===== config.mk =====
export PLATFORM = sky130hd
export DESIGN_NAME = rsnh_ram
export DESIGN_NICKNAME = d
export VERILOG_FILES = /design/src/design/rsnh_ram.sv
export SDC_FILE = /design/constraint.sdc
export NUM_CORES = 1
export LEC_CHECK = 0
export ABC_AREA = 1
export BUFFER_PORTS_ARGS = -buffer_cell sky130_fd_sc_hd__buf_2
export CAP_MARGIN = 20
export CORE_MARGIN = 10
export CORE_UTILIZATION = 63
export DETAILED_ROUTE_END_ITERATION = 16
export GPL_ROUTABILITY_DRIVEN = 1
export PLACE_DENSITY = 0.8
export SKIP_LAST_GASP = 1
export SYNTH_ARGS = -nofsm -noshare
export SYNTH_HDL_FRONTEND = slang
export SYNTH_SLANG_ARGS = --single-unit

===== constraint.sdc =====
create_clock -name i_clk -period 2.7 [get_ports i_clk]
set_input_delay 0.675 -clock i_clk [delete_from_list [all_inputs] [get_ports i_clk]]
set_output_delay 0.675 -clock i_clk [all_outputs]
set_load 0.01 [all_outputs]

===== src/design/rsnh_ram.sv =====
// ----------------------------------------------------------------------------
// rsnh_ram
// generic single write port ram with one registered read port
// ----------------------------------------------------------------------------
module rsnh_ram #(
    parameter  int WIDTH = 8,
    parameter  int DEPTH = 64,
    localparam int AW    = (DEPTH > 1) ? $clog2(DEPTH) : 1
) (
    input  logic             i_clk,
    input  logic             i_we,
    input  logic [AW-1:0]    i_waddr,
    input  logic [WIDTH-1:0] i_wdata,
    input  logic             i_re,
    input  logic [AW-1:0]    i_raddr,
    output logic [WIDTH-1:0] o_rdata
);

    logic [WIDTH-1:0] r_mem [DEPTH];
    logic [WIDTH-1:0] r_rdata;

    always_ff @(posedge i_clk) begin
        if (i_we) begin
            r_mem[i_waddr] <= i_wdata;
        end
        if (i_re) begin
            r_rdata <= r_mem[i_raddr];
        end
    end

    assign o_rdata = r_rdata;

endmodule


### Yosys cells after proc, flatten, opt, wreduce, memory -nomap -nowiden

Memory sizes are Yosys's and may differ from the RTL's. A register that Yosys moved wholly into a read port is not among the register bits.
Index checks and enable logic that the tools add are counted.

| word-level totals | value |
|---|---|
| memory bits (read-only) | 0 |
| memory bits (writable) | 512 |
| output and inout port bits | 8 |
| memories kept | 1 |
| latch bits | 0 |
| bits in registers | 0 |
| input port bits | 23 |

| cells by class | value |
|---|---|
| reductions and logical operators | 0 |
| div/mod/pow operators | 0 |
| $mul | 0 |
| mux-type cells | 2 |
| $lt $le $gt $ge | 0 |
| bitwise operators | 0 |
| $add $sub $neg | 0 |
| equal/unequal tests | 0 |
| shift operators | 0 |

Memory list:

| name | depth | width | read ports | clocked after Yosys merged registers in | wr ports | line | text |
|---|---|---|---|---|---|---|---|
| r_mem | 64 | 8 | 1 | 1 | 1 | 19 | `logic [WIDTH-1:0] r_mem [DEPTH];` |

Operators by type and width:

| cell | number |
|---|---|
| $mux W1 | 2 |

### Depth between registers and ports, before layout

Gate-level depths: netlist (run 1).

| depth | value |
|---|---|
| depth after elaboration | 2 |
| depth in mapped cells | 12 |

### Worst setup path after synthesis (run 1)

Ideal clock, no wire load.

| timing | value |
|---|---|
| path kind | input to register |
| start | input port i_we |
| end | memory r_mem[48][0], enable pin |
| data arrival time | 2.046 ns |
| library setup time | 0.395 ns |
| stages on the path | 3 |
| path slack | 0.259 ns |
| path through | clkbuf_1 -> nand4_1 -> nor4_1 |

| on the way | value |
|---|---|
| word-level cells in the longest chain between the ends | 2 |

Ends and longest elaborated chain:

| item | line | text |
|---|---|---|
| start: declaration | 11 | `input logic i_we,` |
| $mux W1 | 23 | `if (i_we) begin` |
| $mux W1 (not written as such) | 24 | `r_mem[i_waddr] <= i_wdata;` |
| end: declaration | 19 |  |

No other way between the ends.

==> results.py, run 1 <==
metrics = {
    "drt": {
        "drc": 0,
        "post_drt_wl_per_cell_um": 22.3,
        "dr.first_iter.drc_count": 1905,
        "final_antenna_net_count": 0,
        "dr.pass1.iters": 7,
        "via_per_inst": 6.18,
        "drt-total-wl_um": 53100,
        "num_vias": 14711,
    },
    "power": {
        "powerDensity_nw_per_um2": 696,
        "p_leak_uw": 0.00881,
        "vdd_drop_max_mv": 0.560,
    },
    "cells_and_area": {
        "final.fill_count": 2167,
        "design_area_um2": 23900,
        "fin_nets": 1913,
        "multi_input_area_um2": 4950,
        "area_growth_pct": 11.7,
        "drive_gt1_share_pct": 11.1,
        "final_util_pct": 71.4,
        "seq_area_um2": 15600,
    },
    "yosys": {
        "netlist_instances": 1805,
        "yosys_warnings": 0,
        "muxShareOfSynthArea_pct": 0,
        "synth_top_family_by_area": "simple AND/OR/NAND/NOR gates",
        "synth_fa_ha_area_share_pct": 0,
        "synth_area_um2": 21400,
        "yosys.area.top_type": "edfxtp_1",
        "synth_compound_area_share_pct": 0,
        "synth-seq-cells": 520,
        "synth.distinct_cells": 15,
        "synth-simple-area-share_pct": 23.1,
        "syn_avg_cell_area_um2": 11.9,
        "synthXorXnorAreaFrac_pct": 0,
        "synth_top_area_share_pct": 72.9,
        "yosysSeqAreaShare_pct": 72.9,
        "synthTopCellsByArea": "edfxtp_1 (73%), nand2_1 (11%), nand3_1 (10%)",
        "syn-num-nets": 1828,
    },
    "clocking": {
        "htree_levels": 2,
        "postCtsSetupBuffers": 0,
        "clk_pin_slew_ns": 0.06,
        "cts_tree": "yes",
        "root_buffer": "clkbuf_16",
        "postCtsResizedCells": 0,
        "cts_max_path_buffers": 3,
        "clkLatencyLatePin_ns": 0.56,
        "cts.sinks": 520,
        "numCtsBuffers": 50,
        "cts_hold_buf": 0,
    },
    "floorplanning": {
        "die-area_um2": 41800,
        "rows": 67,
        "initial_core_util_pct": 63.9,
        "die_x_um": 204,
        "die_y_um": 204,
        "core_area_um2": 33500,
        "pin_count": 31,
    },
    "grt": {
        "grt_usage_pct": 25.4,
        "grt_max_degree": 97,
        "grt_pass1_wl_um": 81500,
        "gr-total-overflow": 0,
        "antenna_found_initial": 3,
        "grt_pass1_vias": 14285,
    },
    "critical_path": {
        "cp-start-kind": "input port",
        "end_kind": "flip-flop",
        "arrival_ns": 2.28,
        "crit_fanout": 32,
        "crit_required_ns": 3.02,
        "regToRegSetupSlack_ns": 1.19,
        "path_class": "in -> reg",
    },
    "min_path": {
        "hp-class": "in -> reg",
    },
    "flow_run": {
        "maxCapViolations": 0,
    },
    "sta": {
        "worst_pin_slew_ns": 0.892,
        "fin_skew_ns": 0.00839,
        "grt_setup_unrepaired": "false",
        "fmax_ghz": 0.508,
        "finalCritPeriodShare_pct": 72.9,
        "slew_headroom_pct": 40.5,
        "hold_violations": 0,
        "fin_ws_ns": 0.733,
        "period_minus_slack_ns": 1.97,
        "slew_viol_final": 0,
        "fin_tns_setup_ns": 0,
        "setup_viol": 0,
    },
    "place": {
        "dpl_worst_slack_ns": 0.204,
        "port_buffers": 30,
        "gp_congestion": 0.954,
        "placed_area_um2": 22400,
        "hpwl_um": 31700,
    },
    "outcome": {
        "outcome": "finished clean",
    },
}
==> stage by stage <==
step	hold WS, ns	instances	total power (uW)
2_1_floorplan	0.774	1805	9770
3_3_place_gp	0.873	2285	10200
3_5_place_dp	0.878	2285	10200
4_1_cts	0.461	2377	16700
5_1_grt	0.468	2378	17100
6_report	0.482	2380	16700
==> cell families (layout without fill, tap and decap cells) <==
group                  Yosys count  count (layout)
AND/OR/NAND/NOR               1160            1160
other                            0               2
buffers and inverters          125             250
flip-flops                     520             520
==> report_power, final <==
group / leakage, uW / internal [uW] / total (uW) / switching [uW]
combinational: 0.00337 / 286 / 1080 / 795
sequential: 0.00469 / 8950 / 8980 / 32.2
clock: 0.000754 / 3750 / 6590 / 2840
==> routing by layer <==
layer	wire [um]	GRT usage, %	part of all wire, %	up-vias
met5	0	0	0	-
met4	2070	10.4	3.9	0
met3	6140	5.23	12	156
met2	25500	40.9	48	984
met1	19400	33.4	37	7038
li1	-	-	-	6533
==> area by class of cell <==
cell class	count	area share, %
multi-input combinational	1160	20.7
timing repair buffer	146	5.12
inverter	12	0.220
tap	448	2.34
clock inverter	26	0.831
clock buffer	66	5.57
sequential	520	65.2
antenna	2	0.0209
==> flip-flops by register name, summed over array words and instances (netlist names) <==
signal / cells
r_mem: 512
o_rdata: 8
==> cell usage in the layout, fill, tap and decap left out, types with 3 or more instances in the layout <==
master and count:
buf_12 14, nand4_1 9, nand2_1 648, clkbuf_16 51
edfxtp_1 520, clkinv_1 11, inv_6 3, nor2_1 56
clkinv_2 10, nor4_1 8, buf_2 28, bufinv_16 3
buf_4 102, clkbuf_1 15, nand3_1 439, inv_1 9
==> cells in the mapped netlist <==
library cell	count
inv_6	1
buf_6	35
nand4_1	9
buf_2	37
nand3_1	439
nor2_1	56
clkbuf_1	15
nand2_1	648
edfxtp_1	520
buf_8	2
buf_1	10
inv_1	10
inv_2	1
nor4_1	8
buf_4	14
==> path summary, 6_finish.rpt <==
path	startpoint	to	depth (start not counted)
max	i_raddr[1]	o_rdata[2]$_DFFE_PP_	11
min	i_re	o_rdata[0]$_DFFE_PP_	1
max reg2reg	r_mem[43][2]$_DFFE_PP_	o_rdata[2]$_DFFE_PP_	8
min reg2reg	r_mem[54][4]$_DFFE_PP_	o_rdata[4]$_DFFE_PP_	8
==> worst max-delay path, stage by stage <==
cell	delay, ns
buf_4	0.15
inv_4	0.10
buf_4	0.38
buf_4	0.23
nand3_1	0.08
nand3_1	0.08
nand2_1	0.10
nand2_1	0.08
nand3_1	0.18
nand3_1	0.15
nand2_1	0.07
Power figures use the tool's default switching activity.
==> run 2: changes to the inputs <==
- ABC_AREA: 1 -> 0
- CORE_UTILIZATION: 63 -> 62
- PLACE_DENSITY: 0.8 -> 0.79
- clock period: 2.7 -> 2 ns (I/O delays scaled with it)
==> results.py, run 2 <==
metrics = {
    "drt": {
        "dr.first_iter.drc_count": 1394,
        "dr.pass1.iters": 5,
        "drt-total-wl_um": 48000,
        "post_drt_wl_per_cell_um": 29.3,
        "num_vias": 10870,
        "drc": 0,
        "final_antenna_net_count": 0,
        "via_per_inst": 6.64,
    },
    "cells_and_area": {
        "final_common_cell": "edfxtp_1",
        "largest_register": "r_mem",
        "fin_nets": 1177,
        "final_cell_mix": "edfxtp_1 (520), buf_4 (160), mux4_2 (126)",
        "area_growth_pct": 18.9,
        "drive_gt1_share_pct": 37.1,
        "stdcell_count": 1637,
        "largest_reg_flops": 512,
    },
    "floorplanning": {
        "rows": 66,
        "die_y_um": 201,
        "initial_core_util_pct": 62.5,
        "pin_count": 31,
        "core_area_um2": 32400,
        "die_x_um": 201,
        "die-area_um2": 40300,
    },
    "yosys": {
        "synth-seq-cells": 520,
        "syn_avg_cell_area_um2": 21.5,
        "synth_edf_count": 520,
        "yosysSeqAreaShare_pct": 77.1,
        "yosys-top-cells-count": "edfxtp_1 (520), mux4_2 (126), nor2_1 (83)",
        "syn-num-nets": 963,
        "synth.distinct_cells": 39,
        "synthTopCellsByArea": "edfxtp_1 (77%), mux4_2 (14%), nor2_1 (1.5%)",
        "async_reset_ff_share_pct": 0,
        "netlist_instances": 940,
        "yosysMostFrequentCell": "edfxtp_1",
        "ys.flop_type": "edfxtp_1",
        "yosys_warnings": 0,
        "synth_top_area_share_pct": 77.1,
        "synth_area_um2": 20200,
        "yosys.area.top_type": "edfxtp_1",
    },
    "critical_path": {
        "crit_path_frequent_cell": "mux4_2",
        "arrival_ns": 2.40,
        "crit_chain": "mux4_2, mux4_2, nor2_4, nor3_2, o2bb2ai_1",
        "crit_fanout": 1,
        "crit_slowest_cell": "mux4_2",
        "path_class": "reg -> reg",
        "regToRegSetupSlack_ns": -0.09,
        "cp-start-kind": "flip-flop",
        "crit_required_ns": 2.30,
        "end_kind": "flip-flop",
        "crit_path_max_incr_delay_ns": 0.53,
    },
    "clocking": {
        "clk_pin_slew_ns": 0.07,
        "clkLatencyLatePin_ns": 0.57,
        "cts_tree": "yes",
        "cts_hold_buf": 0,
        "root_buffer": "clkbuf_16",
        "numCtsBuffers": 49,
        "cts.sinks": 520,
        "cts_max_path_buffers": 3,
        "htree_levels": 2,
    },
    "sta": {
        "fmax_ghz": 0.478,
        "slew_viol_final": 0,
        "fin_ws_ns": -0.0928,
        "finalCritPeriodShare_pct": 105,
        "grt_setup_unrepaired": "true",
        "worst_pin_slew_ns": 0.560,
        "setup_viol": 6,
        "slew_headroom_pct": 62.6,
        "fin_skew_ns": 0.0220,
        "hold_violations": 0,
        "period_minus_slack_ns": 2.09,
    },
    "power": {
        "swShare_pct": 20.5,
        "total_power_uw": 22500,
        "power_frac_comb_pct": 6.1,
        "power_frac_clock_pct": 40.1,
        "p_int_uw": 17900,
        "p_leak_uw": 0.00793,
        "vdd_drop_max_mv": 0.898,
        "power_frac_seq_pct": 53.8,
        "powerDensity_nw_per_um2": 936,
        "p_switching_uw": 4630,
    },
    "flow_run": {
        "maxCapViolations": 0,
    },
    "grt": {
        "grt_max_degree": 65,
        "grt_pass1_vias": 10959,
        "gr-total-overflow": 0,
        "antenna_found_initial": 3,
        "grt_usage_pct": 23.6,
        "grt_pass1_wl_um": 71500,
    },
    "place": {
        "hpwl_um": 28300,
        "dp.cells": 1527,
        "port_buffers": 30,
        "dpl_worst_slack_ns": -0.718,
        "gp_congestion": 0.845,
    },
    "min_path": {
        "hp-class": "in -> reg",
    },
    "outcome": {
        "outcome": "finished with violations",
        "violations": "negative setup slack",
    },
}
## run 2: cells by family (layout without fill, tap and decap cells)
| family | count (synthesis) | after routing | share of synthesized area, % |
|---|---|---|---|
| other | 0 | 2 | 0 |
| multiplexers | 162 | 162 | 15.9 |
| flip-flops | 520 | 520 | 77.1 |
| AND/OR/NAND/NOR | 153 | 153 | 3.37 |
| buffers and inverters | 51 | 304 | 1.56 |
| AO/OA/AOI/OAI | 54 | 54 | 2.06 |
## run 2: worst paths after layout
path                           from                     end  cells after the start
max reg2reg   r_mem[0][1]$_DFFE_PP_    o_rdata[1]$_DFFE_PP_                      5
min                      i_wdata[7]  r_mem[55][7]$_DFFE_PP_                      1
min reg2reg  r_mem[23][1]$_DFFE_PP_    o_rdata[1]$_DFFE_PP_                      4
max           r_mem[0][1]$_DFFE_PP_    o_rdata[1]$_DFFE_PP_                      5
## run 2: area by class of cell
class	instances	area (um^2)
Clock buffer	59	1280
Sequential cell	520	15600
Antenna cell	2	5.00
Multi-Input combinational cell	369	4450
Clock inverter	31	283
Fill cell	1729	8310
Timing Repair Buffer	214	1880
Tap cell	442	553
## run 2: worst max-delay path: cells and delay by family, from the launching register on
| kind | cells | cell delay [ns] |
|---|---|---|
| compound gates | 1 | 0.15 |
| mux | 2 | 1.06 |
| flops | 1 | 0.44 |
| simple gates | 2 | 0.18 |
## run 2: metrics by stage
| stage | hold slack [ns] | setup TNS (ns) | instance area (um^2) | util, % |
|---|---|---|---|---|
| floorplan | 0.599 | -1.44 | 20300 | - |
| global placement | 0.886 | -4.89 | 22000 | 68.1 |
| detailed placement | 0.892 | -5.14 | 22100 | 68.2 |
| CTS | 0.326 | -0.0920 | 23800 | 73.4 |
| global route | 0.242 | -0.347 | 24100 | 74.3 |
| finish | 0.256 | -0.219 | 24100 | 74.3 |
## run 2: what timing repair did
item,CTS,global route
gates cloned,1,0
resized for setup,23,15
pin swaps,1,4
setup buffers,0,10
setup endpoints to repair,8,8
## run 2: layer usage
layer	GRT usage (%)	share of wire, %	vias up
li1	-	-	4368
met1	33.5	37	5613
met2	36.7	48	779
met4	8.03	3.1	2
met3	4.50	11	108
met5	0	0.035	-
## run 2: power groups by stage
| stage | Combinational (uW) | Sequential [uW] | Clock [uW] |
|---|---|---|---|
| after global placement | 1200 | 12300 | 0 |
| after detailed placement | 1230 | 12400 | 0 |
| after CTS | 1290 | 12100 | 9130 |
| after floorplan | 652 | 12300 | 0 |
| final | 1380 | 12100 | 9040 |
| after global routing | 1450 | 12100 | 9520 |
==> run 3: changes to the inputs <==
- PLACE_DENSITY: 0.79 -> 0.76
==> results.py, run 3 (synthesis results as in run 2) <==
metrics = {
    "outcome": {
        "outcome": "finished with violations",
        "violations": "negative setup slack",
    },
    "drt": {
        "dr.first_iter.drc_count": 1466,
        "final_antenna_net_count": 0,
        "post_drt_wl_per_cell_um": 28.8,
        "num_vias": 10573,
        "via_per_inst": 6.50,
        "dr.pass1.iters": 5,
        "drc": 0,
        "drt-total-wl_um": 46800,
    },
    "clocking": {
        "cts.sinks": 520,
        "cts_max_path_buffers": 3,
        "clkLatencyLatePin_ns": 0.57,
        "cts_tree": "yes",
        "cts_hold_buf": 0,
        "numCtsBuffers": 50,
        "clk_pin_slew_ns": 0.06,
        "root_buffer": "clkbuf_16",
        "htree_levels": 2,
    },
    "place": {
        "port_buffers": 30,
        "dp.cells": 1526,
        "gp_congestion": 0.858,
        "hpwl_um": 28300,
    },
    "sta": {
        "fin_ws_ns": -0.0264,
        "hold_violations": 0,
        "slew_headroom_pct": 58.0,
        "whs_ns": 0.273,
        "grt_setup_unrepaired": "true",
        "period_minus_slack_ns": 2.03,
        "fin_tns_setup_ns": -0.0551,
        "slew_viol_final": 0,
        "worst_pin_slew_ns": 0.631,
        "fmax_ghz": 0.493,
        "setup_viol": 3,
        "finalCritPeriodShare_pct": 101,
        "fin_skew_ns": 0.0132,
    },
    "floorplanning": {
        "core_area_um2": 32400,
        "pin_count": 31,
        "die_y_um": 201,
        "die-area_um2": 40300,
        "initial_core_util_pct": 62.5,
        "die_x_um": 201,
        "rows": 66,
    },
    "critical_path": {
        "crit_required_ns": 2.30,
        "end_kind": "flip-flop",
        "arrival_ns": 2.33,
        "cp-start-kind": "flip-flop",
        "path_class": "reg -> reg",
        "crit_fanout": 1,
    },
    "cells_and_area": {
        "largest_reg_flops": 512,
        "largest_register": "r_mem",
        "drive_gt1_share_pct": 36.6,
        "area_growth_pct": 19.4,
        "final_common_cell": "edfxtp_1",
        "final_cell_mix": "edfxtp_1 (520), buf_4 (146), mux4_2 (126)",
        "fin_nets": 1168,
        "stdcell_count": 1627,
    },
    "power": {
        "total_power_uw": 23600,
        "p_leak_uw": 0.00799,
        "powerDensity_nw_per_um2": 978,
        "vdd_drop_max_mv": 0.746,
    },
    "flow_run": {
        "maxCapViolations": 0,
    },
    "grt": {
        "grt_pass1_wl_um": 70000,
        "gr-total-overflow": 0,
        "grt_max_degree": 65,
        "grt_usage_pct": 23.2,
        "grt_pass1_vias": 10687,
        "antenna_found_initial": 1,
    },
    "min_path": {
        "hp-class": "in -> reg",
    },
}
## run 3: cell count changes in the layout (fill, tap and decap cells not counted), moves of 3 or more
cell       previous run  this run
clkbuf_1              9         6
clkinv_1             12         7
buf_4               160       146
nor3_1                1         4
o21ai_1               0         4
bufinv_16             5        11
buf_12               19        22
## run 3: final cells by class
class,instances,area (um^2)
Sequential cell,520,15600
Multi-Input combinational cell,369,4370
Tap cell,442,553
Clock inverter,32,443
Antenna cell,1,2.50
Timing Repair Buffer,204,1840
Fill cell,1735,8200
Clock buffer,59,1350
## run 3: final timing paths
check / start / to / slack [ns] / cells past startpoint
worst max-delay path: r_mem[21][6]$_DFFE_PP_ / o_rdata[6]$_DFFE_PP_ / -0.03 / 5
worst min-delay path: i_wdata[7] / r_mem[61][7]$_DFFE_PP_ / 0.27 / 1
worst max register to register: r_mem[21][6]$_DFFE_PP_ / o_rdata[6]$_DFFE_PP_ / -0.03 / 5
worst min register to register: r_mem[30][6]$_DFFE_PP_ / o_rdata[6]$_DFFE_PP_ / 0.93 / 3
## run 3: critical path, cell delays in order (launching register included)
cell	delay, ns
edfxtp_1	0.41
mux4_2	0.50
mux2_2	0.28
o221a_2	0.31
nor3_4	0.14
o32ai_1	0.11
## run 3: timing repair
item / in CTS / in global routing
setup endpoints to repair: 6 / 8
gates resized for setup: 13 / 10
setup buffers: 1 / 0
gates cloned: 2 / 0
hold endpoints to repair: 0 / 0
pin swaps: 1 / 0
## run 3: layer usage
layer / track usage, % / up-vias / part of all wire, %
li1: - / 4348 / -
met5: 0 / - / 0
met4: 7.36 / 0 / 2.9
met3: 3.71 / 101 / 9.6
met1: 32.9 / 5427 / 38
met2: 36.8 / 697 / 49
## run 3: stage by stage
step                setup slack, ns  instance area [um^2]  util [%]
floorplan                    -0.185                 20300         -
global placement             -0.736                 22100      68.3
detailed placement           -0.798                 22100      68.3
CTS                         -0.0165                 24000      74.2
global route                -0.0764                 24200      74.7
finish                      -0.0264                 24200      74.7
## run 3: report_power, final
group,internal [uW],switching (uW),leakage (uW),total [uW]
logic,599,748,0.00243,1350
clock network,6230,3930,0.000875,10200
registers,12100,36.8,0.00469,12100
