### config.mk
export PLATFORM = sky130hd
export DESIGN_NAME = rsnh_muldiv
export DESIGN_NICKNAME = d
export VERILOG_FILES = /design/src/design/rsnh_pkg.sv /design/src/design/rsnh_muldiv.sv
export SDC_FILE = /design/constraint.sdc
export NUM_CORES = 1
export LEC_CHECK = 0
export ABC_AREA = 1
export BUFFER_PORTS_ARGS = -buffer_cell sky130_fd_sc_hd__clkbuf_2
export CAP_MARGIN = 20
export CORE_MARGIN = 2
export CORE_UTILIZATION = 30
export DETAILED_ROUTE_END_ITERATION = 8
export HOLD_SLACK_MARGIN = 0.1
export SKIP_LAST_GASP = 1
export SLEW_MARGIN = 0
export SYNTH_ARGS = -nofsm -noshare
export SYNTH_HDL_FRONTEND = slang
export SYNTH_SLANG_ARGS = --single-unit
### constraint.sdc
create_clock -name i_clk -period 5.7 [get_ports i_clk]
set_input_delay 0.285 -clock i_clk [delete_from_list [all_inputs] [get_ports i_clk]]
set_output_delay 0.285 -clock i_clk [all_outputs]
set_load 0.005 [all_outputs]
### src/design/rsnh_pkg.sv
// ----------------------------------------------------------------------------
// rsnh_pkg
// shared types and constants of the ray to wall-segment nearest-hit block
// ----------------------------------------------------------------------------
package rsnh_pkg;

    localparam int MaxSegmentsDef = 64;
    localparam int FracBitsDef    = 16;

    localparam int CoordW = 24;   // Q8.16 coordinate
    localparam int DirW   = 18;   // view direction component
    localparam int CountW = 7;    // segment_count register
    localparam int SlotW  = 6;
    localparam int ColorW = 24;
    localparam int DistW  = 23;
    localparam int CfgIdxW = 3;
    localparam int CfgDataW = 24;

    localparam int DiffW = CoordW + 1;        // coordinate difference
    localparam int ProdW = 2 * DiffW;         // shared multiplier product
    localparam int AccW  = ProdW + 1;         // den / numerators
    localparam int MagW  = ProdW;             // normalized den / numerator magnitude
    localparam int QuotW = DiffW;             // divider quotient magnitude
    localparam int DotW  = DiffW + DirW + 1;  // projected distance before scaling
    localparam int SegW  = 4 * CoordW + ColorW;

    localparam logic [DistW-1:0]  DistMax = {DistW{1'b1}};
    localparam logic [ColorW-1:0] White   = {ColorW{1'b1}};

    typedef enum logic [CfgIdxW-1:0] {
        CFG_VIEWER_X   = 3'd0,
        CFG_VIEWER_Y   = 3'd1,
        CFG_VIEW_DIR_X = 3'd2,
        CFG_VIEW_DIR_Y = 3'd3,
        CFG_SEG_COUNT  = 3'd4
    } t_cfg_idx;

    typedef enum logic [3:0] {
        ST_IDLE,
        ST_READ,
        ST_FETCH,
        ST_MUL,
        ST_NORM,
        ST_TEST,
        ST_DIVX,
        ST_DIVY,
        ST_DOT,
        ST_PICK,
        ST_NEXT,
        ST_DONE
    } t_state;

endpackage

### src/design/rsnh_muldiv.sv
// ----------------------------------------------------------------------------
// rsnh_muldiv
// bit-serial trunc(n * m / d) for 0 <= n <= d, one bit of m per cycle
// ----------------------------------------------------------------------------
module rsnh_muldiv (
    input  logic                             i_clk,
    input  logic                             i_rst_n,
    input  logic                             i_start,
    input  logic [rsnh_pkg::MagW-1:0]        i_num,
    input  logic [rsnh_pkg::MagW-1:0]        i_den,
    input  logic signed [rsnh_pkg::DiffW-1:0] i_m,
    output logic                             o_done,
    output logic signed [rsnh_pkg::QuotW:0]  o_quot
);

    localparam int MagW  = rsnh_pkg::MagW;
    localparam int QuotW = rsnh_pkg::QuotW;
    localparam int TW    = MagW + 2;
    localparam int CntW  = $clog2(QuotW + 1);

    logic [MagW-1:0]  r_rem;
    logic [QuotW-1:0] r_quot;
    logic [QuotW-1:0] r_mag;
    logic [CntW-1:0]  r_cnt;
    logic             r_busy;
    logic             r_done;
    logic             r_neg;

    logic [TW-1:0] t;
    logic [TW-1:0] d1;
    logic [TW-1:0] d2;
    logic [TW-1:0] t_rem;
    logic [1:0]    qbit;

    // remainder stays below den, so the shifted sum stays below three times den
    always_comb begin
        t  = {1'b0, r_rem, 1'b0} + (r_mag[QuotW-1] ? TW'(i_num) : '0);
        d1 = TW'(i_den);
        d2 = {1'b0, i_den, 1'b0};
        if (t >= d2) begin
            t_rem = t - d2;
            qbit  = 2'd2;
        end else if (t >= d1) begin
            t_rem = t - d1;
            qbit  = 2'd1;
        end else begin
            t_rem = t;
            qbit  = 2'd0;
        end
    end

    always_ff @(posedge i_clk) begin
        if (!i_rst_n) begin
            r_busy <= 1'b0;
            r_done <= 1'b0;
            r_cnt  <= '0;
        end else begin
            r_done <= 1'b0;
            if (i_start) begin
                r_busy <= 1'b1;
                r_cnt  <= CntW'(QuotW);
            end else if (r_busy) begin
                r_cnt <= r_cnt - 1'b1;
                if (r_cnt == CntW'(1)) begin
                    r_busy <= 1'b0;
                    r_done <= 1'b1;
                end
            end
        end
    end

    always_ff @(posedge i_clk) begin
        if (i_start) begin
            r_neg  <= i_m[QuotW-1];
            r_mag  <= i_m[QuotW-1] ? QuotW'(-i_m) : QuotW'(i_m);
            r_rem  <= '0;
            r_quot <= '0;
        end else if (r_busy) begin
            r_mag  <= {r_mag[QuotW-2:0], 1'b0};
            r_rem  <= t_rem[MagW-1:0];
            r_quot <= QuotW'({r_quot, 1'b0} + QuotW'(qbit));
        end
    end

    assign o_done = r_done;
    assign o_quot = r_neg ? -$signed({1'b0, r_quot}) : $signed({1'b0, r_quot});

endmodule

Yosys cells after proc, flatten, opt, wreduce, memory -nomap -nowiden
Index checks and enable logic that the tools add are counted.
{"block": "op_classes", "addsub": 7, "eq_ne": 1, "bitwise_logic": 2, "reduce_logical": 3, "order_cmp": 2, "n_mux": 15}
{"op": "2-to-1 mux 50 bit", "count": 3}
{"op": "subtractor 50 bit", "count": 2}
{"op": "2-to-1 mux 25 bit", "count": 3}
{"op": "adder 51 x 50 -> 52 bit", "count": 1}
{"op": "greater-or-equal comparator 52 x 50 -> 1 bit", "count": 1}
{"op": "greater-or-equal comparator 52 x 51 -> 1 bit", "count": 1}
{"op": "2-to-1 mux 26 bit", "count": 1}
{"op": "negation 25 -> 26 bit", "count": 1}
{"op": "adder 25 x 2 -> 25 bit", "count": 1}
{"op": "negation 25 bit", "count": 1}
{"op": "2-to-1 mux 5 bit", "count": 2}
{"op": "equality test 5 x 1 -> 1 bit (second input constant)", "count": 1}
{"op": "2-to-1 mux 1 bit", "count": 5}
{"op": "subtractor 5 x 1 -> 5 bit (second input constant)", "count": 1}
{"op": "OR reduction 3 bit", "count": 1}
{"op": "2-to-1 mux 2 bit", "count": 1}
{"op": "NOT 1 bit", "count": 2}
{"op": "nonzero test 2 bit", "count": 1}
{"op": "OR reduction 2 bit", "count": 1}
{"block": "word_totals", "regBits": 108, "inputBits": 128, "output_inout_bits": 27}

Longest topological paths before layout
Gate-level depths: netlist of the first run.
{"block": "logic_depth", "ltp_word": 6, "depth_mapped": 50}

Worst setup path after synthesis of the first run
Ideal clock, no wire load.
{"block": "synth_timing", "path_type": "register -> register", "from": "register r_mag[24]", "to": "register r_quot[21]", "path_buffers": 4, "t_arrival_ns": 5.604, "period_less_slack_ns": 5.720, "t_required_ns": 5.584, "path_slack_ns": -0.020, "setup_ns": 0.116, "stages_incl_launch_ff": 47, "path_cell_list": "edfxtp_1 -> clkbuf_1 -> clkbuf_1 -> buf_1 -> nand2_1 -> inv_1 -> ha_1 -> fa_1 -> nand3_1 -> nand3_1 -> nand2_1 -> nand2_1 -> nand2_1 -> nand2_1 -> a21oi_1 -> xnor2_1 -> ha_1 -> nand2_1 -> [... 11 more ...] -> nand2_2 -> nand2_2 -> buf_4 -> ha_1 -> ha_1 -> nand2_1 -> clkinv_1 -> nand3b_1 -> nor4_2 -> nand2_1 -> nor2_1 -> nand2_1 -> nor2_2 -> nand2_1 -> nor3_1 -> o21ai_1 -> o211ai_1 -> inv_1"}
{"block": "synth_via", "elab_chain_cells": 6}
{"element": "from (decl)", "line_no": "rsnh_muldiv.sv:23", "source": "logic [QuotW-1:0] r_mag;"}
{"element": "from (signal assigned)", "line_no": "rsnh_muldiv.sv:75", "source": "r_mag <= i_m[QuotW-1] ? QuotW'(-i_m) : QuotW'(i_m);"}
{"element": "from (signal assigned)", "line_no": "rsnh_muldiv.sv:79", "source": "r_mag <= {r_mag[QuotW-2:0], 1'b0};"}
{"element": "2-to-1 mux 50 bit *", "line_no": "rsnh_muldiv.sv:37", "source": "t = {1'b0, r_rem, 1'b0} + (r_mag[QuotW-1] ? TW'(i_num) : '0);"}
{"element": "adder 51 x 50 -> 52 bit *", "line_no": "rsnh_muldiv.sv:37"}
{"element": "greater-or-equal comparator 52 x 50 -> 1 bit", "line_no": "rsnh_muldiv.sv:43", "source": "end else if (t >= d1) begin"}
{"element": "2-to-1 mux 1 bit", "line_no": "rsnh_muldiv.sv:43"}
{"element": "2-to-1 mux 2 bit *", "line_no": "rsnh_muldiv.sv:40", "source": "if (t >= d2) begin"}
{"element": "adder 25 x 2 -> 25 bit *", "line_no": "rsnh_muldiv.sv:81", "source": "r_quot <= QuotW'({r_quot, 1'b0} + QuotW'(qbit));"}
{"element": "to (signal assigned)", "line_no": "rsnh_muldiv.sv:81"}
{"element": "to (decl)", "line_no": "rsnh_muldiv.sv:22", "source": "logic [QuotW-1:0] r_quot;"}
Mark *: on every way between the ends. The rest lies on a longest branch, timed or not.
A chain may end at the register's enable or synchronous reset.

Final worst setup path of the first run
Same ends and word-level chain as after synthesis.

==> metrics.yaml, run 1 <==
synth.yosys.seq_area_share: 0.130
dr_total_vias: 23000
syn_avg_cell_area_um2: 5.55
fin_nets: 4135
io_pins: 155
dieArea_um2: 63900
dp_hpwl_mm: 71.4
powerDensity_nw_per_um2: 271
dpl_cell_area_um2: 22800
maxCapViolCount: 0
drtAntennaViolNets: 0
ctsRootBufferMaster: "clkbuf_16"
start_util: 0.302
syn_nets: 3631
fmax_ghz: 0.177
cts_max_level: 3
rows: 91
first_global_vias: 21500
holdBufCountCts: 0
pre_cts_ws_ns: -0.453
cp.required_ns: 6.03
relSlewSlack: 0.405
arrival_ns: 6.00
wl_per_cell_um: 18.3
layout_setup_ws_ns: 0.0353
ys_types: 53
cp_slowest_cell: "edfxtp_1"
track_usage: 0.260
cp_max_fo: 6
post-place-cells: 4590
die_x_um: 253
cts_sinks: 108
netlist_instances: 3345
drive_gt1_frac: 0.247
first_pass_iters: 6
drc: 0
cpPeakStageDelay_ns: 0.39
p_leak_nw: 13.6
netlist_area_um2: 18600
core_um2: 61500
grt_max_degree: 59
synth_edf_count: 26
synthToLayoutAreaGrowth_pct: 36.5
worstSetupEndpointType: "flop"
finalHoldViolCount: 0
overflow: 0
grt_antenna_before_repair: 0
dr.first_iter.drc_count: 2354
cts_tree: "yes"
cp_common_cell: "nand2_4"
finalPower_mw: 6.86
layout_common_cells: "nand2_1, inv_1, buf_4"
drv_slew: 0
ys_warn_count: 0
final_common_cell: "nand2_1"
synth_flop_cell: "dfxtp_1"
rsz0062_at_grt: "yes"
clk_latency_ns: 0.40
crit_type: "flop to flop"
cts.reportedPaths.clkPinSlew_ns: 0.08
timing.final.crit_share: 0.994
period_needed_ns: 5.66
die_h_um: 253
globalplace.congestion: 1.03
vdd_ir_drop_max_mv: 0.177
viasPerCell: 4.96
cts_buffer_depth: 2
outcome: "finished clean"
tightest_slew_ns: 0.884
setup_viol: 0
layout.cells.non_filler: 4644
port_buffers: 154
cts_made_buffers: 9
hp-class: "input port to flop"
skew_ns: 0.0208
fin_setup_tns_ns: 0
grt_pass1_wl_mm: 126
synth_seq_cells: 108
antennaDiodeCount: 0
worst_setup_path_start_kind: "flop"
wl_mm: 85.1
synthArstFlopShare: 0
final_area_um2: 25400
critical path, delay by kind of cell (launching register included):
family	cells	cell delay [ns]
and+or+nand+nor	30	3.07
buffers and inverters	10	1.06
adders and majority gates	4	0.83
DFF	1	0.39
AOI/OAI and AO/OA	2	0.23
cells by family (layout without fill, tap and decap cells):
group / count (synthesis) / after routing / share of synthesized area
AND/OR/NAND/NOR: 1718 / 1718 / 0.384
buffers and inverters: 651 / 1160 / 0.140
AO/OA/AOI/OAI: 549 / 549 / 0.162
XOR/XNOR: 161 / 161 / 0.0759
adder cells (fa/ha/maj): 158 / 158 / 0.108
flip-flops: 108 / 108 / 0.130
state kept, by name, indices dropped and copies added (netlist names):
| signal | flops |
|---|---|
| r_rem | 50 |
| r_neg | 1 |
| r_cnt | 5 |
| r_mag | 25 |
| r_quot | 25 |
| o_done | 1 |
| r_busy | 1 |
synth_stat cells (all sizes together) (6+ instances only):
| library cell | number | area share |
|---|---|---|
| a21o | 16 | 0.0065 |
| a21oi | 271 | 0.074 |
| a31oi | 16 | 0.0054 |
| buf | 37 | 0.016 |
| clkbuf | 33 | 0.0067 |
| dfxtp | 82 | 0.088 |
| edfxtp | 26 | 0.042 |
| ha | 155 | 0.10 |
| inv | 577 | 0.12 |
| nand2 | 1074 | 0.22 |
| nand3 | 143 | 0.041 |
| nand4 | 96 | 0.032 |
| nor2 | 335 | 0.070 |
| nor3 | 47 | 0.013 |
| nor4 | 11 | 0.0044 |
| o21ai | 180 | 0.049 |
| o21bai | 34 | 0.014 |
| o32ai | 6 | 0.0028 |
| xnor2 | 33 | 0.016 |
| xor2 | 128 | 0.060 |
metrics by stage:
stage	hold slack, ns	util
finish	0.175	0.412
global route	0.164	0.412
CTS	0.150	0.394
detailed placement	0.463	0.370
global placement	0.462	0.370
floorplan	0.384	-
worst paths after layout:
path,from,to,slack [ns],cells after the start
hold / removal,i_rst_n,r_cnt[3],0.17,3
hold reg to reg,r_cnt[4],r_cnt[4],0.48,2
setup / recovery,r_mag[24],r_quot[21],0.04,46
setup reg to reg,r_mag[24],r_quot[21],0.04,46
metal layers:
layer	part of all wire	global-route usage
met2	0.45	0.431
met5	0	0
met1	0.45	0.348
met4	0.037	0.0786
met3	0.061	0.0362
timing repair:
item | CTS | global route
endpoints found under the setup margin | 14 | 26
buffers inserted | 15 | 18
gates resized for setup | 203 | 225
pin swaps | 42 | 66
cloned | 4 | 1
layout make-up:
cell class | count | area [um^2]
Clock buffer | 10 | 229
Clock inverter | 6 | 48.8
Fill cell | 6754 | 36100
Inverter | 581 | 2190
Multi-Input combinational cell | 2586 | 15400
Sequential cell | 108 | 2420
Tap cell | 790 | 988
Timing Repair Buffer | 563 | 4070
where the power goes:
group	internal, mW	total (mW)	switching (mW)
Clock	0.303	0.660	0.358
Combinational	2.02	5.22	3.20
Sequential	0.876	0.980	0.103
(Power assumes the default switching activity.)
==> run 2, diff against run 1 <==
CTS_BUF_LIST = sky130_fd_sc_hd__clkbuf_4 sky130_fd_sc_hd__clkbuf_8   (was not set)
==> run 2 against run 1 <==
  * Sequential power about the same
  * Non-clock buffer count rose by 18
  * Critical path depth fell by 2
  * Wire length rose by 0.71%
  * Fmax rose by 0.56%
  * Final area grew 1.4%
  * Worst hold slack barely moved
  * Sequential share of layout area is 0.13 points lower
  * Via count is 0.58% higher
  * Total power decreased by 0.77%
  * Core utilization grew 0.58 points
  * Critical endpoint unchanged
  * Largest power group unchanged
==> metrics.yaml, run 2 (synthesized netlist as in run 1, its figures left out) <==
outcome: "finished clean"  # unchanged
pre_cts_ws_ns: -0.453  # unchanged
rows: 91  # unchanged
relSlewSlack: 0.404  # was 0.405
dr.first_iter.drc_count: 2220  # was 2354
wl_mm: 85.7  # was 85.1 mm
arrival_ns: 6.01  # was 6.00 ns
dp_hpwl_mm: 71.4  # unchanged
die_h_um: 253  # unchanged
drive_gt1_frac: 0.265  # was 0.247
multiInputGateArea_um2: 15700  # was 15400 um^2
wl_per_cell_um: 18.4  # was 18.3 um
rsz0062_at_grt: "yes"  # unchanged
start_util: 0.302  # unchanged
first_global_vias: 21500  # about the same
cts_sinks: 108  # unchanged
globalplace.congestion: 1.03  # unchanged
setup_viol: 0  # unchanged
cpPeakStageDelay_ns: 0.40  # was 0.39 ns
ctsRootBufferMaster: "clkbuf_8"  # was clkbuf_16
top_register: "r_rem"  # unchanged
core_um2: 61500  # unchanged
powerDensity_nw_per_um2: 265  # was 271 nW/um^2
largest_reg_flops: 50  # unchanged
final_area_um2: 25700  # was 25400 um^2
fin_nets: 4153  # was 4135
drv_slew: 0  # unchanged
drc: 0  # unchanged
fin_setup_tns_ns: 0  # unchanged
io_pins: 155  # unchanged
skew_ns: 0.0326  # was 0.0208 ns
vdd_ir_drop_max_mv: 0.131  # was 0.177 mV
grt_max_degree: 59  # unchanged
register_area_um2: 2420  # unchanged
first_pass_iters: 8  # was 6
drtAntennaViolNets: 0  # unchanged
cp.required_ns: 6.08  # was 6.03 ns
crit_type: "flop to flop"  # unchanged
worstSetupEndpointType: "flop"  # unchanged
cts.reportedPaths.clkPinSlew_ns: 0.11  # was 0.08 ns
viasPerCell: 4.97  # was 4.96
worst_setup_path_start_kind: "flop"  # unchanged
maxCapViolCount: 0  # unchanged
clk_latency_ns: 0.45  # was 0.40 ns
largestRegisters: "r_rem: 50 flops, r_mag: 25 flops, r_quot: 25 flops"  # unchanged
track_usage: 0.260  # about the same
antennaDiodeCount: 0  # unchanged
tightest_slew_ns: 0.885  # was 0.884 ns
final_util: 0.418  # was 0.412
dieArea_um2: 63900  # unchanged
grt_antenna_before_repair: 0  # unchanged
layout_common_cells: "nand2_1, inv_1, buf_4"  # unchanged
cp_common_cell: "nand2_4"  # unchanged
cts_buffer_depth: 2  # unchanged
cp_max_fo: 6  # unchanged
dr_total_vias: 23200  # was 23000
final.fill_count: 6733  # was 6754
layout_setup_ws_ns: 0.0666  # was 0.0353 ns
final_common_cell: "nand2_1"  # unchanged
hp-class: "input port to flop"  # unchanged
cp_slowest_cell: "edfxtp_1"  # unchanged
synthToLayoutAreaGrowth_pct: 38.5  # was 36.5%
period_needed_ns: 5.63  # was 5.66 ns
p_leak_nw: 13.7  # was 13.6 nW
timing.final.crit_share: 0.988  # was 0.994
die_x_um: 253  # unchanged
finalHoldViolCount: 0  # unchanged
grt_pass1_wl_mm: 126  # about the same
cts_max_level: 3  # unchanged
dpl_cell_area_um2: 22800  # unchanged
port_buffers: 154  # unchanged
cts_made_buffers: 9  # unchanged
fmax_ghz: 0.178  # was 0.177 GHz
overflow: 0  # unchanged
cts_tree: "yes"  # unchanged
==> run 2: critical path: cells and delay by family (launching register included) <==
family	cells	cell delay [ns]
and+or+nand+nor	30	3.19
adders and majority gates	4	0.88
buffers and inverters	8	0.86
AOI/OAI and AO/OA	2	0.23
DFF	1	0.40
==> run 2: final timing paths <==
check             startpoint         end  slack (ns)  depth (start not counted)
setup / recovery   r_mag[24]  r_quot[21]        0.07                         44
hold / removal        i_m[0]    r_mag[0]        0.18                          3
setup reg to reg   r_mag[24]  r_quot[21]        0.07                         44
hold reg to reg     r_cnt[4]    r_cnt[4]        0.48                          2
==> run 2: metrics by stage <==
| stage | instances | hold WS, ns | total power, mW |
|---|---|---|---|
| floorplan | 3345 | 0.384 | 3.77 |
| global placement | 4590 | 0.462 | 5.71 |
| detailed placement | 4590 | 0.463 | 5.69 |
| CTS | 4629 | 0.124 | 6.45 |
| global route | 4662 | 0.165 | 7.31 |
| finish | 4662 | 0.175 | 6.81 |
==> run 2: timing repair <==
item | CTS | global route
pin swaps | 47 | 93
setup buffers | 19 | 32
setup endpoints to repair | 14 | 30
hold endpoints to repair | 4 | 0
resized for setup | 215 | 293
cloned | 4 | 1
hold buffers | 1 | 0
==> run 2: report_power, final <==
part           internal (mW)  total [mW]  switching [mW]
clock network          0.169       0.500           0.331
logic                   2.08        5.33            3.25
registers              0.877       0.980           0.103
total                   3.12        6.81            3.68
==> run 2: final cells by class <==
class | instances | area share
multi-input cells | 2586 | 0.610
clock buffers | 10 | 0.00511
flip-flops and latches | 108 | 0.0943
clock inverters | 6 | 0.00190
inverters | 581 | 0.0854
repair buffers | 581 | 0.165
well taps | 790 | 0.0384
==> run 2: routing by layer <==
metal / part of all wire / track usage
met1: 0.45 / 0.348
met2: 0.45 / 0.429
met3: 0.062 / 0.0356
met4: 0.036 / 0.0828
met5: 0 / 0
==> run 3, diff against run 2 <==
ABC_AREA = 0   (was 1)
CTS_BUF_LIST = not set   (was sky130_fd_sc_hd__clkbuf_4 sky130_fd_sc_hd__clkbuf_8)
==> run 3 against run 2 <==
  * The run now ends with setup timing left
  * Largest power group unchanged
  * Critical endpoint is now r_rem[49]
  * Cell count is 29% lower
  * Setup slack worse by 0.20 ns
  * Synthesized cell count is 36% lower
  * Largest cell class unchanged
  * Critical path type unchanged
  * Wire length is 22% lower
==> metrics.yaml, run 3 <==
outcome: "complete, but fails checks"  # was finished clean
violations: "setup timing"
track_usage: 0.234  # was 0.260
synth_adder_area_share: 0.129  # was 0.108
fmax_ghz: 0.172  # was 0.178 GHz
clk_latency_ns: 0.38  # was 0.45 ns
ctsRootBufferMaster: "clkbuf_16"  # was clkbuf_8
relSlewSlack: 0.381  # was 0.404
layout_common_cells: "buf_4, nand2_1, a21oi_1"  # was nand2_1, inv_1, buf_4
synth_flop_cell: "dfxtp_1"  # unchanged
syn_avg_cell_area_um2: 7.25  # was 5.55 um^2
netlist_top_cells_count: "a21oi_1, nand2_1, nor2_1"  # was nand2_1, inv_1, nor2_1
worstHoldStart: "i_rst_n"  # was i_m[0]
skew_ns: 0.00769  # was 0.0326 ns
die_x_um: 231  # was 253 um
core_um2: 51200  # was 61500 um^2
synth-xor-area-share: 0.108  # was 0.0759
rows: 83  # was 91
cts_buffer_depth: 2  # unchanged
grt_max_degree: 73  # was 59
synth_seq_cells: 108  # unchanged
p_leak_nw: 9.95  # was 13.7 nW
timing.final.crit_share: 1.02  # was 0.988
port_buffers: 154  # unchanged
top_register: "r_rem"  # unchanged
grt_pass1_wl_mm: 98.5  # was 126 mm
cp-startpoint: "r_mag[24]"  # unchanged
synth.most_common_cell: "a21oi_1"  # was nand2_1
io_pins: 155  # unchanged
ys_top_cells_by_area: "ha_1, dfxtp_1, a21oi_1"  # was nand2_1, inv_1, ha_1
worstSetupEndpointType: "flop"  # unchanged
antennaDiodeCount: 0  # unchanged
largestRegisters: "r_rem: 50 flops, r_mag: 25 flops, r_quot: 25 flops"  # unchanged
finalHoldViolCount: 0  # unchanged
first_global_vias: 17600  # was 21500
final_util: 0.430  # was 0.418
powerDensity_nw_per_um2: 434  # was 265 nW/um^2
synth_compound_area_frac: 0.309  # was 0.162
drtAntennaViolNets: 0  # unchanged
globalplace.congestion: 0.943  # was 1.03
grt_antenna_before_repair: 3  # was 0
netlist_area_um2: 15500  # was 18600 um^2
synth_mux_area_frac: 0.0153  # was 0
hold-path-cell-count: 3  # unchanged
ff2ff_setup_slack_ns: -0.13  # was 0.07 ns
cp_max_fo: 6  # unchanged
ys_types: 90  # was 53
drc: 0  # unchanged
cts_tree: "yes"  # unchanged
maxCapViolCount: 0  # unchanged
setup_viol: 42  # was 0
dieArea_um2: 53500  # was 63900 um^2
dr_total_vias: 18400  # was 23200
cp.required_ns: 5.95  # was 6.08 ns
netlist_instances: 2138  # was 3345
dr.first_iter.drc_count: 1561  # was 2220
ys_warn_count: 0  # unchanged
worst_setup_path_start_kind: "flop"  # unchanged
start_util: 0.303  # was 0.302
tightest_slew_ns: 0.928  # was 0.885 ns
die_h_um: 231  # was 253 um
overflow: 0  # unchanged
synthToLayoutAreaGrowth_pct: 41.8  # was 38.5%
cts_sinks: 108  # unchanged
synth_edf_count: 26  # unchanged
largest_reg_flops: 50  # unchanged
dp_hpwl_mm: 52.8  # was 71.4 mm
synthArstFlopShare: 0  # unchanged
r2r-start: "r_mag[24]"  # unchanged
final_common_cell: "buf_4"  # was nand2_1
synth_top_area_frac: 0.125  # was 0.215
wl_per_cell_um: 20.1  # was 18.4 um
synth.yosys.seq_area_share: 0.156  # was 0.130
holdBufCountCts: 0  # was 1
cts_made_buffers: 9  # unchanged
r2r_cells: 27  # was 44
vdd_ir_drop_max_mv: 0.275  # was 0.131 mV
syn_nets: 2424  # was 3631
synth_simple_gate_area_frac: 0.222  # was 0.384
cts_max_level: 3  # unchanged
layout_setup_ws_ns: -0.129  # was 0.0666 ns
drive_gt1_frac: 0.328  # was 0.265
drv_slew: 0  # unchanged
hp-class: "input port to flop"  # unchanged
rsz0062_at_grt: "yes"  # unchanged
wl_mm: 66.7  # was 85.7 mm
synth_top_family_by_area: "compound AO/OA/AOI/OAI gates"  # was simple AND/OR/NAND/NOR gates
pre_cts_ws_ns: -0.404  # was -0.453 ns
period_needed_ns: 5.83  # was 5.63 ns
arrival_ns: 6.08  # was 6.01 ns
yosysTopAreaCell: "ha_1"  # was nand2_1
viasPerCell: 5.53  # was 4.97
first_pass_iters: 6  # was 8
cts.reportedPaths.clkPinSlew_ns: 0.09  # was 0.11 ns
fin_nets: 2920  # was 4153
crit_type: "flop to flop"  # unchanged
[run 3: changes by cell type in the layout (fill, tap and decap cells not counted), moves of 57 or more]
cell	delta
inv_1	-419
and2_1	+57
a21oi_1	-61
nor2_1	-110
nand2_2	-106
xnor2_1	+61
nand3_1	-73
o21ai_0	-82
nand2_1	-733
[run 3: kinds of logic (layout without fill, tap and decap cells)]
group           count (synthesis)  after routing
compound gates                725            725
xor+xnor                      189            189
fa+ha+maj                     158            158
buf+inv                       232            733
flops                         108            108
mux                            23             23
simple gates                  703            703
[run 3: layout make-up]
class                           instances  area, um^2
Timing Repair Buffer                  606        4420
Tap cell                              680         851
Sequential cell                       108        2430
Clock inverter                          7        78.8
Clock buffer                            9         225
Fill cell                            5191       29200
Inverter                              111         422
Multi-Input combinational cell       1798       13600
[run 3: what timing repair did]
item,CTS,global route
endpoints found under the setup margin,72,74
resized for setup,51,249
pin swaps,17,120
gates cloned,1,3
buffers inserted,3,42
[run 3: worst paths after layout]
check,endpoint
setup / recovery,r_rem[49]
hold / removal,r_cnt[2]
setup reg to reg,r_rem[49]
hold reg to reg,r_rem[31]
[run 3: where the power goes]
| part | leakage (nW) | total, mW | switching, mW | internal, mW |
|---|---|---|---|---|
| Clock | 0.150 | 0.691 | 0.376 | 0.315 |
| Sequential | 0.931 | 1.07 | 0.142 | 0.925 |
| Combinational | 8.87 | 7.79 | 4.23 | 3.57 |
[run 3: per-stage QoR]
stage / instance area (um^2) / TNS (ns) / hold slack, ns / power (mW) / cells
floorplan: 15600 / -0.00352 / 0.384 / 4.98 / 2138
global route: 22000 / -15.98 / 0.206 / 10.1 / 3319
finish: 22000 / -2.23 / 0.187 / 9.55 / 3319
CTS: 20300 / -0.190 / 0.166 / 8.62 / 3274
detailed placement: 19800 / -11.93 / 0.475 / 7.81 / 3254
global placement: 19800 / -7.46 / 0.463 / 7.75 / 3254
[run 3: layer usage]
metal	GRT usage	up-vias	wire, um
met5	0	-	0
met4	0.0800	0	2320
met3	0.0240	121	4070
met2	0.381	597	30100
met1	0.322	8820	30200
li1	-	8830	-
[run 3: worst max-delay path: stages, from the launching register on]
cell and delay [ns]:
edfxtp_1 0.53, and2_4 0.23, ha_4 0.16, fa_2 0.37, a211oi_2 0.28, o21ai_2 0.10
o211ai_1 0.32, buf_4 0.18, o21ba_4 0.17, nor2_2 0.06, a31o_4 0.24, xor2_4 0.27
buf_6 0.15, ha_4 0.21, a21oi_4 0.18, o21ai_4 0.09, a211oi_2 0.22, buf_4 0.14
o211ai_1 0.10, o21a_2 0.27, o211ai_1 0.22, buf_4 0.15, and4_4 0.30, nand2_8 0.09
buf_4 0.19, clkbuf_16 0.17, mux2i_1 0.15, o221ai_1 0.13
